File: src/hw/rtl/psfd_pkg.sv
`default_nettype none

package psfd_pkg;

    localparam int unsigned FRAME_BYTES = 6;

    localparam logic [7:0] CRC_INIT = 8'hFF;
    localparam logic [7:0] CRC_POLY = 8'h31;

    // frame byte positions
    localparam logic [2:0] POS_P_HI  = 3'd0;
    localparam logic [2:0] POS_P_LO  = 3'd1;
    localparam logic [2:0] POS_P_CRC = 3'd2;
    localparam logic [2:0] POS_T_HI  = 3'd3;
    localparam logic [2:0] POS_T_LO  = 3'd4;
    localparam logic [2:0] POS_T_CRC = 3'd5;

    // configuration register indexes
    localparam logic [1:0] REG_PRESSURE_OFFSET = 2'd0;
    localparam logic [1:0] REG_SENSOR_READY    = 2'd1;

    typedef enum logic [1:0] {
        ST_OK        = 2'd0,
        ST_NOT_READY = 2'd1,
        ST_BUS_ERROR = 2'd2,
        ST_CRC_BAD   = 2'd3
    } status_t;

    // round(64*a/15) = floor((64*a + 7) * P_RECIP >> RECIP_SHIFT), exact for a <= 2^15
    localparam int unsigned RECIP_SHIFT = 26;
    localparam logic [22:0] P_RECIP     = 23'd4473925;
    localparam logic [21:0] P_BIAS      = 22'd7;
    // round(32*a/25), same scheme
    localparam logic [21:0] T_RECIP     = 22'd2684355;
    localparam logic [20:0] T_BIAS      = 21'd12;

    localparam logic signed [18:0] CORR_MAX = 19'sh3FFFF;
    localparam logic signed [18:0] CORR_MIN = -19'sh40000;

    // one byte through the CRC-8, MSB first
    function automatic logic [7:0] crc_step(input logic [7:0] crc, input logic [7:0] b);
        logic [7:0] v;
        v = crc ^ b;
        for (int i = 0; i < 8; i++) begin
            if (v[7])
            begin
                v = {v[6:0], 1'b0} ^ CRC_POLY;
            end
            else
            begin
                v = {v[6:0], 1'b0};
            end
        end
        return v;
    endfunction

    typedef struct packed {
        logic             valid;
        status_t          status;
        logic [15:0]      pressure_word;
        logic [15:0]      temperature_word;
    } frame_word_t;

endpackage

`default_nettype wire

File: src/hw/rtl/psfd_if.sv
`default_nettype none

interface psfd_frame_if;
    logic       valid;
    logic       ready;
    logic [7:0] frame_byte;
    logic       frame_start;
    logic       read_failed;

    modport source (output valid, output frame_byte, output frame_start,
                    output read_failed, input ready);
    modport sink   (input valid, input frame_byte, input frame_start,
                    input read_failed, output ready);
endinterface

interface psfd_result_if;
    logic               valid;
    logic               ready;
    logic [1:0]         status;
    logic signed [18:0] differential_pressure;
    logic signed [18:0] corrected_pressure;
    logic signed [16:0] temperature;

    modport source (output valid, output status, output differential_pressure,
                    output corrected_pressure, output temperature, input ready);
    modport sink   (input valid, input status, input differential_pressure,
                    input corrected_pressure, input temperature, output ready);
endinterface

interface psfd_cfg_if;
    logic        valid;
    logic        ready;
    logic [1:0]  index;
    logic [18:0] data;

    modport source (output valid, output index, output data, input ready);
    modport sink   (input valid, input index, input data, output ready);
endinterface

`default_nettype wire

File: src/hw/rtl/pressure_sensor_frame_decoder.sv
// Sensor sample frame decoder.
// frame channel: one received byte per beat, in the order pressure high, pressure
//   low, pressure CRC, temperature high, temperature low, temperature CRC.
//   frame_start restarts the frame at this byte; read_failed aborts the frame and
//   yields an error result at once, the byte itself being dropped.
// result channel: one beat per completed or aborted frame: status and the three
//   Q.8 values (zero unless status is ok).
// cfg channel: register 0 pressure_offset, register 1 sensor_ready; always ready,
//   to be written only while no frame result is pending; the block does not enforce this.
// Throughput: one byte beat per cycle while frame.ready is high. The CRC step runs at the input; the
// constant scalings run between the frame word register and the result register.
// The beat that completes a frame loads the frame word register, then the result register.
// Stall: while the result is not taken, one more finished frame is held in the
//   word register; frame.ready drops only when both are full.
// Reset: position and CRC restart, offset 0, sensor not ready, no result pending.

`default_nettype none

module pressure_sensor_frame_decoder
    import psfd_pkg::*;
(
    input  wire logic       clk,
    input  wire logic       rst_n,
    psfd_frame_if.sink      frame,
    psfd_result_if.source   result,
    psfd_cfg_if.sink        cfg
);

    logic signed [18:0] offset_reg;
    logic               sensor_ready_reg;

    logic [2:0]  pos_reg, pos_next;
    logic [7:0]  crc_reg, crc_next;
    logic [15:0] pw_reg, pw_next;
    logic [15:0] tw_reg, tw_next;
    logic        ffail_reg, ffail_next;

    logic [2:0]  pos;
    logic [7:0]  crc_cur;
    logic        ffail_cur;
    logic        bad;
    logic        emit;
    status_t     emit_status;

    frame_word_t word_reg, word_next;
    logic        word_adv;
    logic        accept;

    logic               out_valid_reg;
    logic [1:0]         out_status_reg;
    logic signed [18:0] out_dp_reg;
    logic signed [18:0] out_cp_reg;
    logic signed [16:0] out_t_reg;

    logic [1:0]         sc_status;
    logic signed [18:0] sc_dp;
    logic signed [18:0] sc_cp;
    logic signed [16:0] sc_t;

    // configuration
    assign cfg.ready = 1'b1;

    always_ff @(posedge clk or negedge rst_n)
    begin
        if (!rst_n)
        begin
            offset_reg       <= '0;
            sensor_ready_reg <= 1'b0;
        end
        else if (cfg.valid)
        begin
            unique case (cfg.index)
                REG_PRESSURE_OFFSET: offset_reg       <= $signed(cfg.data);
                REG_SENSOR_READY:    sensor_ready_reg <= cfg.data[0];
                default: ;
            endcase
        end
    end

    // frame assembly and CRC checks
    assign word_adv    = word_reg.valid && (!out_valid_reg || result.ready);
    assign frame.ready = !word_reg.valid || word_adv;
    assign accept      = frame.valid && frame.ready;

    always_comb
    begin
        pos_next    = pos_reg;
        crc_next    = crc_reg;
        pw_next     = pw_reg;
        tw_next     = tw_reg;
        ffail_next  = ffail_reg;
        emit        = 1'b0;
        emit_status = ST_OK;
        bad         = 1'b0;

        pos       = frame.frame_start ? POS_P_HI : pos_reg;
        crc_cur   = frame.frame_start ? CRC_INIT : crc_reg;
        ffail_cur = frame.frame_start ? 1'b0 : ffail_reg;
        if (32'(pos) >= FRAME_BYTES)
        begin
            pos = POS_P_HI;
        end

        if (frame.read_failed)
        begin
            pos_next    = POS_P_HI;
            crc_next    = CRC_INIT;
            ffail_next  = 1'b0;
            emit        = 1'b1;
            emit_status = sensor_ready_reg ? ST_BUS_ERROR : ST_NOT_READY;
        end
        else
        begin
            ffail_next = ffail_cur;
            unique case (pos)
                POS_P_HI:
                begin
                    crc_next   = crc_step(CRC_INIT, frame.frame_byte);
                    ffail_next = 1'b0;
                    pw_next    = {frame.frame_byte, pw_reg[7:0]};
                    pos_next   = POS_P_LO;
                end
                POS_P_LO:
                begin
                    crc_next = crc_step(crc_cur, frame.frame_byte);
                    pw_next  = {pw_reg[15:8], frame.frame_byte};
                    pos_next = POS_P_CRC;
                end
                POS_P_CRC:
                begin
                    ffail_next = (crc_cur != frame.frame_byte);
                    crc_next   = CRC_INIT;
                    pos_next   = POS_T_HI;
                end
                POS_T_HI:
                begin
                    crc_next = crc_step(CRC_INIT, frame.frame_byte);
                    tw_next  = {frame.frame_byte, tw_reg[7:0]};
                    pos_next = POS_T_LO;
                end
                POS_T_LO:
                begin
                    crc_next = crc_step(crc_cur, frame.frame_byte);
                    tw_next  = {tw_reg[15:8], frame.frame_byte};
                    pos_next = POS_T_CRC;
                end
                default:
                begin
                    bad        = ffail_cur || (crc_cur != frame.frame_byte);
                    pos_next   = POS_P_HI;
                    crc_next   = CRC_INIT;
                    ffail_next = 1'b0;
                    emit       = 1'b1;
                    if (!sensor_ready_reg)
                    begin
                        emit_status = ST_NOT_READY;
                    end
                    else if (bad)
                    begin
                        emit_status = ST_CRC_BAD;
                    end
                    else
                    begin
                        emit_status = ST_OK;
                    end
                end
            endcase
        end
    end

    always_ff @(posedge clk or negedge rst_n)
    begin
        if (!rst_n)
        begin
            pos_reg   <= POS_P_HI;
            crc_reg   <= CRC_INIT;
            pw_reg    <= '0;
            tw_reg    <= '0;
            ffail_reg <= 1'b0;
        end
        else if (accept)
        begin
            pos_reg   <= pos_next;
            crc_reg   <= crc_next;
            pw_reg    <= pw_next;
            tw_reg    <= tw_next;
            ffail_reg <= ffail_next;
        end
    end

    // frame word register
    always_comb
    begin
        word_next = word_reg;
        if (accept && emit)
        begin
            word_next.valid            = 1'b1;
            word_next.status           = emit_status;
            word_next.pressure_word    = pw_reg;
            word_next.temperature_word = tw_reg;
        end
        else if (word_adv)
        begin
            word_next.valid = 1'b0;
        end
    end

    always_ff @(posedge clk or negedge rst_n)
    begin
        if (!rst_n)
        begin
            word_reg <= '0;
        end
        else
        begin
            word_reg <= word_next;
        end
    end

    psfd_scale u_scale (
        .word                  (word_reg),
        .pressure_offset       (offset_reg),
        .status                (sc_status),
        .differential_pressure (sc_dp),
        .corrected_pressure    (sc_cp),
        .temperature           (sc_t)
    );

    // result register
    always_ff @(posedge clk or negedge rst_n)
    begin
        if (!rst_n)
        begin
            out_valid_reg <= 1'b0;
        end
        else if (word_adv)
        begin
            out_valid_reg <= 1'b1;
        end
        else if (result.ready)
        begin
            out_valid_reg <= 1'b0;
        end
    end

    always_ff @(posedge clk)
    begin
        if (word_adv)
        begin
            out_status_reg <= sc_status;
            out_dp_reg     <= sc_dp;
            out_cp_reg     <= sc_cp;
            out_t_reg      <= sc_t;
        end
    end

    assign result.valid                 = out_valid_reg;
    assign result.status                = out_status_reg;
    assign result.differential_pressure = out_dp_reg;
    assign result.corrected_pressure    = out_cp_reg;
    assign result.temperature           = out_t_reg;

    // error results carry zero values
    a_err_zero: assert property (@(posedge clk) disable iff (!rst_n)
        (result.valid && result.status != ST_OK) |->
            (result.differential_pressure == '0 && result.corrected_pressure == '0 &&
             result.temperature == '0))
        else $error("error result with nonzero values");

    // input stalls only when both result stages are full
    a_stall_full: assert property (@(posedge clk) disable iff (!rst_n)
        !frame.ready |-> (word_reg.valid && out_valid_reg && !result.ready))
        else $error("input stalled with free result stage");

    // an aborted read always produces a result beat
    a_fail_emits: assert property (@(posedge clk) disable iff (!rst_n)
        (frame.valid && frame.ready && frame.read_failed) |=> word_reg.valid)
        else $error("read failure lost");

endmodule

`default_nettype wire

File: src/hw/rtl/psfd_scale.sv
`default_nettype none

module psfd_scale
    import psfd_pkg::*;
(
    input  wire frame_word_t        word,
    input  wire logic signed [18:0] pressure_offset,
    output logic [1:0]              status,
    output logic signed [18:0]      differential_pressure,
    output logic signed [18:0]      corrected_pressure,
    output logic signed [16:0]      temperature
);

    logic        p_neg;
    logic        t_neg;
    logic [15:0] p_mag;
    logic [15:0] t_mag;
    logic [21:0] p_num;
    logic [20:0] t_num;
    logic [44:0] p_prod;
    logic [42:0] t_prod;
    logic [18:0] p_q;
    logic [16:0] t_q;
    logic signed [18:0] dp;
    logic signed [16:0] tc;
    logic signed [19:0] cp_wide;
    logic signed [18:0] cp;
    logic               ok;

    always_comb
    begin
        p_neg = word.pressure_word[15];
        t_neg = word.temperature_word[15];
        // 16-bit negate of -32768 gives 0x8000, the right magnitude
        p_mag = p_neg ? (16'd0 - word.pressure_word) : word.pressure_word;
        t_mag = t_neg ? (16'd0 - word.temperature_word) : word.temperature_word;

        p_num  = {p_mag, 6'b0} + P_BIAS;
        t_num  = {t_mag, 5'b0} + T_BIAS;
        p_prod = 45'(p_num) * 45'(P_RECIP);
        t_prod = 43'(t_num) * 43'(T_RECIP);
        p_q    = p_prod[44:RECIP_SHIFT];
        t_q    = t_prod[42:RECIP_SHIFT];

        dp = p_neg ? -$signed(p_q) : $signed(p_q);
        tc = t_neg ? -$signed(t_q) : $signed(t_q);

        cp_wide = 20'(dp) - 20'(pressure_offset);
        if (cp_wide > 20'(CORR_MAX))
        begin
            cp = CORR_MAX;
        end
        else if (cp_wide < 20'(CORR_MIN))
        begin
            cp = CORR_MIN;
        end
        else
        begin
            cp = cp_wide[18:0];
        end

        ok                    = (word.status == ST_OK);
        status                = word.status;
        differential_pressure = ok ? dp : '0;
        corrected_pressure    = ok ? cp : '0;
        temperature           = ok ? tc : '0;
    end

endmodule

`default_nettype wire

File: src/flat_wrapper.sv
// flat-port wrapper written by rule: the top's interface ports become plain ports
module pressure_sensor_frame_decoder_flat import psfd_pkg::*;
  (clk, rst_n, frame_valid, frame_frame_byte, frame_frame_start, frame_read_failed, frame_ready, result_valid, result_status, result_differential_pressure, result_corrected_pressure, result_temperature, result_ready, cfg_valid, cfg_index, cfg_data, cfg_ready);
  psfd_frame_if frame_i ();
  psfd_result_if result_i ();
  psfd_cfg_if cfg_i ();
  input  wire logic clk;
  input  wire logic rst_n;
  input wire logic [$bits(frame_i.valid)-1:0] frame_valid;
  input wire logic [$bits(frame_i.frame_byte)-1:0] frame_frame_byte;
  input wire logic [$bits(frame_i.frame_start)-1:0] frame_frame_start;
  input wire logic [$bits(frame_i.read_failed)-1:0] frame_read_failed;
  output wire logic [$bits(frame_i.ready)-1:0] frame_ready;
  output wire logic [$bits(result_i.valid)-1:0] result_valid;
  output wire logic [$bits(result_i.status)-1:0] result_status;
  output wire logic [$bits(result_i.differential_pressure)-1:0] result_differential_pressure;
  output wire logic [$bits(result_i.corrected_pressure)-1:0] result_corrected_pressure;
  output wire logic [$bits(result_i.temperature)-1:0] result_temperature;
  input wire logic [$bits(result_i.ready)-1:0] result_ready;
  input wire logic [$bits(cfg_i.valid)-1:0] cfg_valid;
  input wire logic [$bits(cfg_i.index)-1:0] cfg_index;
  input wire logic [$bits(cfg_i.data)-1:0] cfg_data;
  output wire logic [$bits(cfg_i.ready)-1:0] cfg_ready;
  assign frame_i.valid = frame_valid;
  assign frame_i.frame_byte = frame_frame_byte;
  assign frame_i.frame_start = frame_frame_start;
  assign frame_i.read_failed = frame_read_failed;
  assign frame_ready = frame_i.ready;
  assign result_valid = result_i.valid;
  assign result_status = result_i.status;
  assign result_differential_pressure = result_i.differential_pressure;
  assign result_corrected_pressure = result_i.corrected_pressure;
  assign result_temperature = result_i.temperature;
  assign result_i.ready = result_ready;
  assign cfg_i.valid = cfg_valid;
  assign cfg_i.index = cfg_index;
  assign cfg_i.data = cfg_data;
  assign cfg_ready = cfg_i.ready;
  pressure_sensor_frame_decoder u_core (.clk(clk), .rst_n(rst_n), .frame(frame_i), .result(result_i), .cfg(cfg_i));
endmodule
File: config.mk
export PLATFORM = sky130hd
export DESIGN_NAME = pressure_sensor_frame_decoder_flat
export DESIGN_NICKNAME = d
export VERILOG_FILES = /design/src/hw/rtl/psfd_pkg.sv /design/src/hw/rtl/psfd_if.sv /design/src/hw/rtl/pressure_sensor_frame_decoder.sv /design/src/hw/rtl/psfd_scale.sv /design/src/flat_wrapper.sv
export SDC_FILE = /design/constraint.sdc
export NUM_CORES = 1
export LEC_CHECK = 0
export CAP_MARGIN = 15
export CORE_MARGIN = 4
export CORE_UTILIZATION = 35
export CTS_CLUSTER_SIZE = 30
export DETAILED_ROUTE_END_ITERATION = 12
export DONT_BUFFER_PORTS = 1
export RECOVER_POWER = 25
export SKIP_CTS_REPAIR_TIMING = 1
export SYNTH_ARGS = -nofsm -noshare
export SYNTH_HDL_FRONTEND = slang
export SYNTH_SLANG_ARGS = --single-unit
File: constraint.sdc
create_clock -name clk -period 21.4 [get_ports clk]
set_clock_uncertainty 0.15 [all_clocks]
set_input_delay 3.21 -clock clk [delete_from_list [all_inputs] [get_ports clk]]
set_output_delay 3.21 -clock clk [all_outputs]
set_load 0.02 [all_outputs]
---- Word level (Yosys, flattened, before mapping) ----
Cells that the tools add are included.
cells by class
  eq/ne operators ......................... 6
  multiplexer cells ....................... 115
  order comparisons ....................... 3
  bitwise logic cells ..................... 38
  add/subtract/negate cells ............... 7
  $mul .................................... 2
  reduce and logical (&&, ||, !) cells .... 22
operators by type and width
  operator                                                                            number
  8-bit 2-to-1 mux                                                                    58
  6-bit 2-to-1 mux                                                                    30
  3-bit NOT                                                                           30
  16-bit one-hot mux with 2 select lines                                              2
  22-bit by 23-bit multiplier with 45-bit output (second input constant)              1
  21-bit by 22-bit multiplier with 43-bit output (second input constant)              1
  19-bit 2-to-1 mux                                                                   2
  16-bit 2-to-1 mux                                                                   2
  8-bit one-hot mux with 4 select lines                                               1
  1-bit by 16-bit subtractor with 16-bit output (first input constant)                2
  22-bit by 3-bit adder with 22-bit output (second input constant)                    1
  21-bit by 4-bit adder with 21-bit output (second input constant)                    1
  20-bit by 19-bit greater-than comparator with 1-bit output (second input constant)  1
  20-bit by 19-bit < comparator with 1-bit output (second input constant)             1
  19-bit by 19-bit subtractor with 20-bit output                                      1
  19-bit negation                                                                     1
  18-bit 2-to-1 mux                                                                   1
  17-bit 2-to-1 mux                                                                   1
  17-bit negation                                                                     1
  4-bit AND reduction                                                                 4
  3-bit one-hot mux with 5 select lines                                               1
  2-bit 2-to-1 mux                                                                    5
  3-bit 2-to-1 mux                                                                    3
  1-bit 2-to-1 mux                                                                    8
  other kinds (20)                                                                    34
word-level totals
  bits in registers ....................... 157
  output and inout port bits .............. 60
  bits of input ports ..................... 36
  word-level logic and storage cells ...... 212

---- Logic depth before layout (Yosys ltp) ----
  word-level depth ........................ 34
  gate-level depth with buffers ........... 44
  mapped depth without buffers ............ 43

---- By module ----
A second synthesis with hierarchy kept.
second synthesis, totals
  cells, all modules ...................... 2071
  area total of the unflattened synthesis .. 19842.8 sq um
modules (own cells, without submodules)
  module                         cells an instance  area each (sq um)  instances  seq. area each (sq um)
  psfd_scale                     1576               13523.0            1          0.0
  pressure_sensor_frame_decoder  495                6319.8             1          4224.1

---- Worst setup path before layout ----
OpenSTA, ideal clock, no wires.
  kind .................................... register -> register
  start ................................... register u_core.word_reg[16] (netlist name)
  end ..................................... register u_core.out_cp_reg[14], in the netlist u_core.result.corrected_pressure[14], data pin
  cell stages (with the launch flop) ...... 39
  buffers on the path ..................... 1
  period minus slack after synthesis ...... 10.480 ns
  library setup time ...................... 0.266 ns
  arrival time ............................ 10.063 ns
  path slack .............................. 10.920 ns
  required time ........................... 20.984 ns
  path through ............................ dfrtp_1 or3_1 or4_1 or3_1 o31ai_1 xnor2_1 ha_1 inv_1 fa_1 inv_1 fa_1 inv_1 fa_1 fa_1 inv_1 ha_1 ha_1 a21oi_1 [... 3 more ...] nor4b_1 or3_4 and2_1 or2_1 o41ai_1 xnor2_1 ha_1 a21o_1 a21o_1 a21oi_1 nor2_1 a311oi_1 o211ai_1 a2111oi_0 a31oi_1 o21ai_1 clkbuf_1 o21ai_1
between the ends
  longest elaborated chain between the ends .. 10
  elaborated cells on any way between the ends .. 11
  those cells by class .................... add/sub (4); mul (1); order compare (2); mux (4)
RTL lines
  element                                           line                                  RTL
  start, declared                                   pressure_sensor_frame_decoder.sv:45   frame_word_t word_reg, word_next;
  start signal, assigned                            pressure_sensor_frame_decoder.sv:216  word_reg <= word_next;
  1-bit by 16-bit subtractor with 16-bit output     psfd_scale.sv:35                      p_mag = p_neg ? (16'd0 - word.pressure_word) : word.pressure_word;
  16-bit 2-to-1 mux *                               psfd_scale.sv:35
  22-bit by 3-bit adder with 22-bit output *        psfd_scale.sv:38                      p_num = {p_mag, 6'b0} + P_BIAS;
  22-bit by 23-bit multiplier with 45-bit output *  psfd_scale.sv:40                      p_prod = 45'(p_num) * 45'(P_RECIP);
  19-bit negation                                   psfd_scale.sv:45                      dp = p_neg ? -$signed(p_q) : $signed(p_q);
  19-bit 2-to-1 mux *                               psfd_scale.sv:45
  via u_core.u_scale.dp[9]                          psfd_scale.sv:24                      logic signed [18:0] dp;
  19-bit by 19-bit subtractor with 20-bit output *  psfd_scale.sv:48                      cp_wide = 20'(dp) - 20'(pressure_offset);
  20-bit by 19-bit < comparator with 1-bit output   psfd_scale.sv:53                      else if (cp_wide < 20'(CORR_MIN))
  19-bit 2-to-1 mux                                 psfd_scale.sv:53
  18-bit 2-to-1 mux *                               psfd_scale.sv:49                      if (cp_wide > 20'(CORR_MAX))
  end signal, assigned                              pressure_sensor_frame_decoder.sv:252  out_cp_reg <= sc_cp;
  end, declared                                     pressure_sensor_frame_decoder.sv:52   logic signed [18:0] out_cp_reg;
Mark *: on every way through the listed nets, which the timed path passes. The rest lies on a longest branch.
A chain may end at the register's enable or synchronous reset.

---- Worst setup path after layout ----
  start ................................... register u_core.word_reg[16] (netlist name)
  end ..................................... register u_core.out_cp_reg[13], in the netlist u_core.result.corrected_pressure[13], data pin
Same word-level chain as after synthesis.

==> out/results.ini <==
[worst_setup_path]
crit_buf_inv=5
startpoint_type=register
reg2reg_depth=40
crit_fanout=18
slowest_stage=o21ai_1
crit_cells=40
crit_family=compound AO/OA/AOI/OAI gates
worstSetupPathType=register to register
crit_required_ns=21.40
critical_path_arrival_ns=11.92
max_stage_delay_ns=0.82
worstSetupEndpointType=register

[layout]
largest_reg_flops=35
n_antenna_cell=0
final_nets=2588
areaGrowthSynthToFinish_pct=7.059
final_cell_mix=ha_1, inv_1, fa_1
final_area_um2=21370
drive_gt1_share_pct=7.097
layout_commonest_cell=ha_1

[synthesis]
synth.avg_cell_area_um2=9.727
syn_nets=2610
synth-seq-area-share_pct=21.16
synth.area.top_cells=ha_1, fa_1, dfrtp_1
synth_area_leader_cell=ha_1
ys_types=82
synth_top_area_share_pct=22.69
yosys_warnings=0
synth_seq_cells=157
synth_enable_flop_cells=57
ys.flop_type=dfrtp_1
syn-cell-area_um2=19960
synthCells=2052
synthArstFlopShare_pct=63.69

[floorplanning]
die_h_um=246.8
rows=87
die_area_um2=60910
die_w_um=246.8
core_um2=56390
initial_core_util_pct=35.40
boundaryPins=96

[timing]
fin_tns_setup_ns=0
rsz0062_at_grt=no
max_slew_margin_pct=25.63
period_share_pct=55.73
min_period_ns=11.93
report.final.hold_viol_count=0
maxSlewViolCount=0
worst_slew_pin_slew_ns=1.108
setup_viol=0
max_freq_mhz=83.85

[clocking]
htree_levels=4
clockRootBuffer=clkbuf_16
worstSkewPairLatency_ns=0.45
clock_path_buffers=2
tritoncts=done
cts_inserted_buffers=17
clkSlewWorstSetupHoldPaths_ns=0.06
cts.sinks=157

[run_status]
run_status=completed

[hold_path]
hold_class=register to register
hold_depth=1

[routing]
first_iter_violations=780
routed_wl_um=46800
dr_total_vias=14290
drc=0
via_per_inst=5.104
drt_pass1_iterations=5
detail-route-antenna-nets=0
wl_per_cell_um=16.72

[global_route]
antenna_found_initial=0
grt_overflow_total=0
grt_max_degree=101
grt_pass1_vias=14720
grt_pass1_wl_um=77050
grt.total_usage_pct=15.75

[placement]
gp_congestion=0.9082
portBuffers=0
place_area_um2=20800
hpwlAfterDp_um=39050

[run]
maxCapViolCount=0

==> synthesized netlist by cell type, types with 4 or more instances <==
master and count:
o21ai_0 66, clkbuf_1 42, nor4b_1 4, and4_1 7
a21oi_1 86, buf_1 4, o211ai_1 16, nand4_1 9
a21o_1 38, o41ai_1 4, o32a_1 9, a211oi_1 9
nand2_1 119, or2_2 9, nor2_1 103, xnor2_1 95
nand3_1 26, nand4b_1 6, o21ai_1 21, inv_1 319
and3_1 15, a2111oi_0 6, o2111ai_1 4, nor4_1 10
nor2b_1 14, mux2_2 69, o31ai_1 15, a31oi_1 15
o21a_1 10, edfxtp_1 57, nor3_1 32, nand3b_1 5
and2_1 31, fa_1 160, dfrtp_1 92, xor2_1 46
o21bai_1 5, nand2b_1 18, or4_1 7, or3_1 13
ha_1 362, mux2i_1 6, dfstp_2 8
==> cell type report <==
| cell class | instances | area (um^2) |
|---|---|---|
| well taps | 756 | 945.9 |
| flip-flops and latches | 157 | 4224 |
| repair buffers | 8 | 56.30 |
| clock inverters | 13 | 142.6 |
| fillers | 5667 | 35020 |
| inverters | 319 | 1197 |
| clock buffers | 19 | 432.9 |
| multi-input cells | 1527 | 14370 |
==> cells by family after synthesis <==
group / after synthesis / synth area share [%]
mux: 76 / 4.250
simple gates: 444 / 11.37
buf+inv: 368 / 6.965
fa+ha+maj: 522 / 38.74
xor+xnor: 141 / 6.187
other cells: 1 / 0.01879
compound gates: 343 / 11.30
flops: 157 / 21.16
==> layer usage <==
metal / part of all wire, % / track usage (%) / up-vias
li1: - / - / 6986
met2: 45 / 25.13 / 263
met4: 1.6 / 3.588 / 0
met3: 3.9 / 2.646 / 42
met1: 50 / 22.41 / 6994
met5: 0 / 0 / -
==> final timing paths <==
kind,start,to,slack (ns)
max,u_core.word_reg[16],u_core.result.corrected_pressure[13],9.47
min,u_core.tw_reg[3],u_core.tw_reg[3],0.35
max reg2reg,u_core.word_reg[16],u_core.result.corrected_pressure[13],9.47
min reg2reg,u_core.tw_reg[3],u_core.tw_reg[3],0.35
max in group asynchronous,rst_n,u_core.crc_reg[2],18.55
min in group asynchronous,rst_n,u_core.word_reg[16],2.31
==> metrics by stage <==
step	utilization (%)	instances	setup slack [ns]	hold WS, ns
after floorplan	-	2052	10.92	0.2990
final	37.90	2799	9.475	0.3517
after detailed placement	36.88	2767	9.515	0.3279
after global routing	37.90	2799	8.615	0.3664
after CTS	37.90	2799	9.497	0.3552
after global placement	36.88	2767	9.793	0.3150
Power is left out: the tool's default activity adds up to more than one toggle a clock period on the data nets, which glitch-free logic cannot reach.
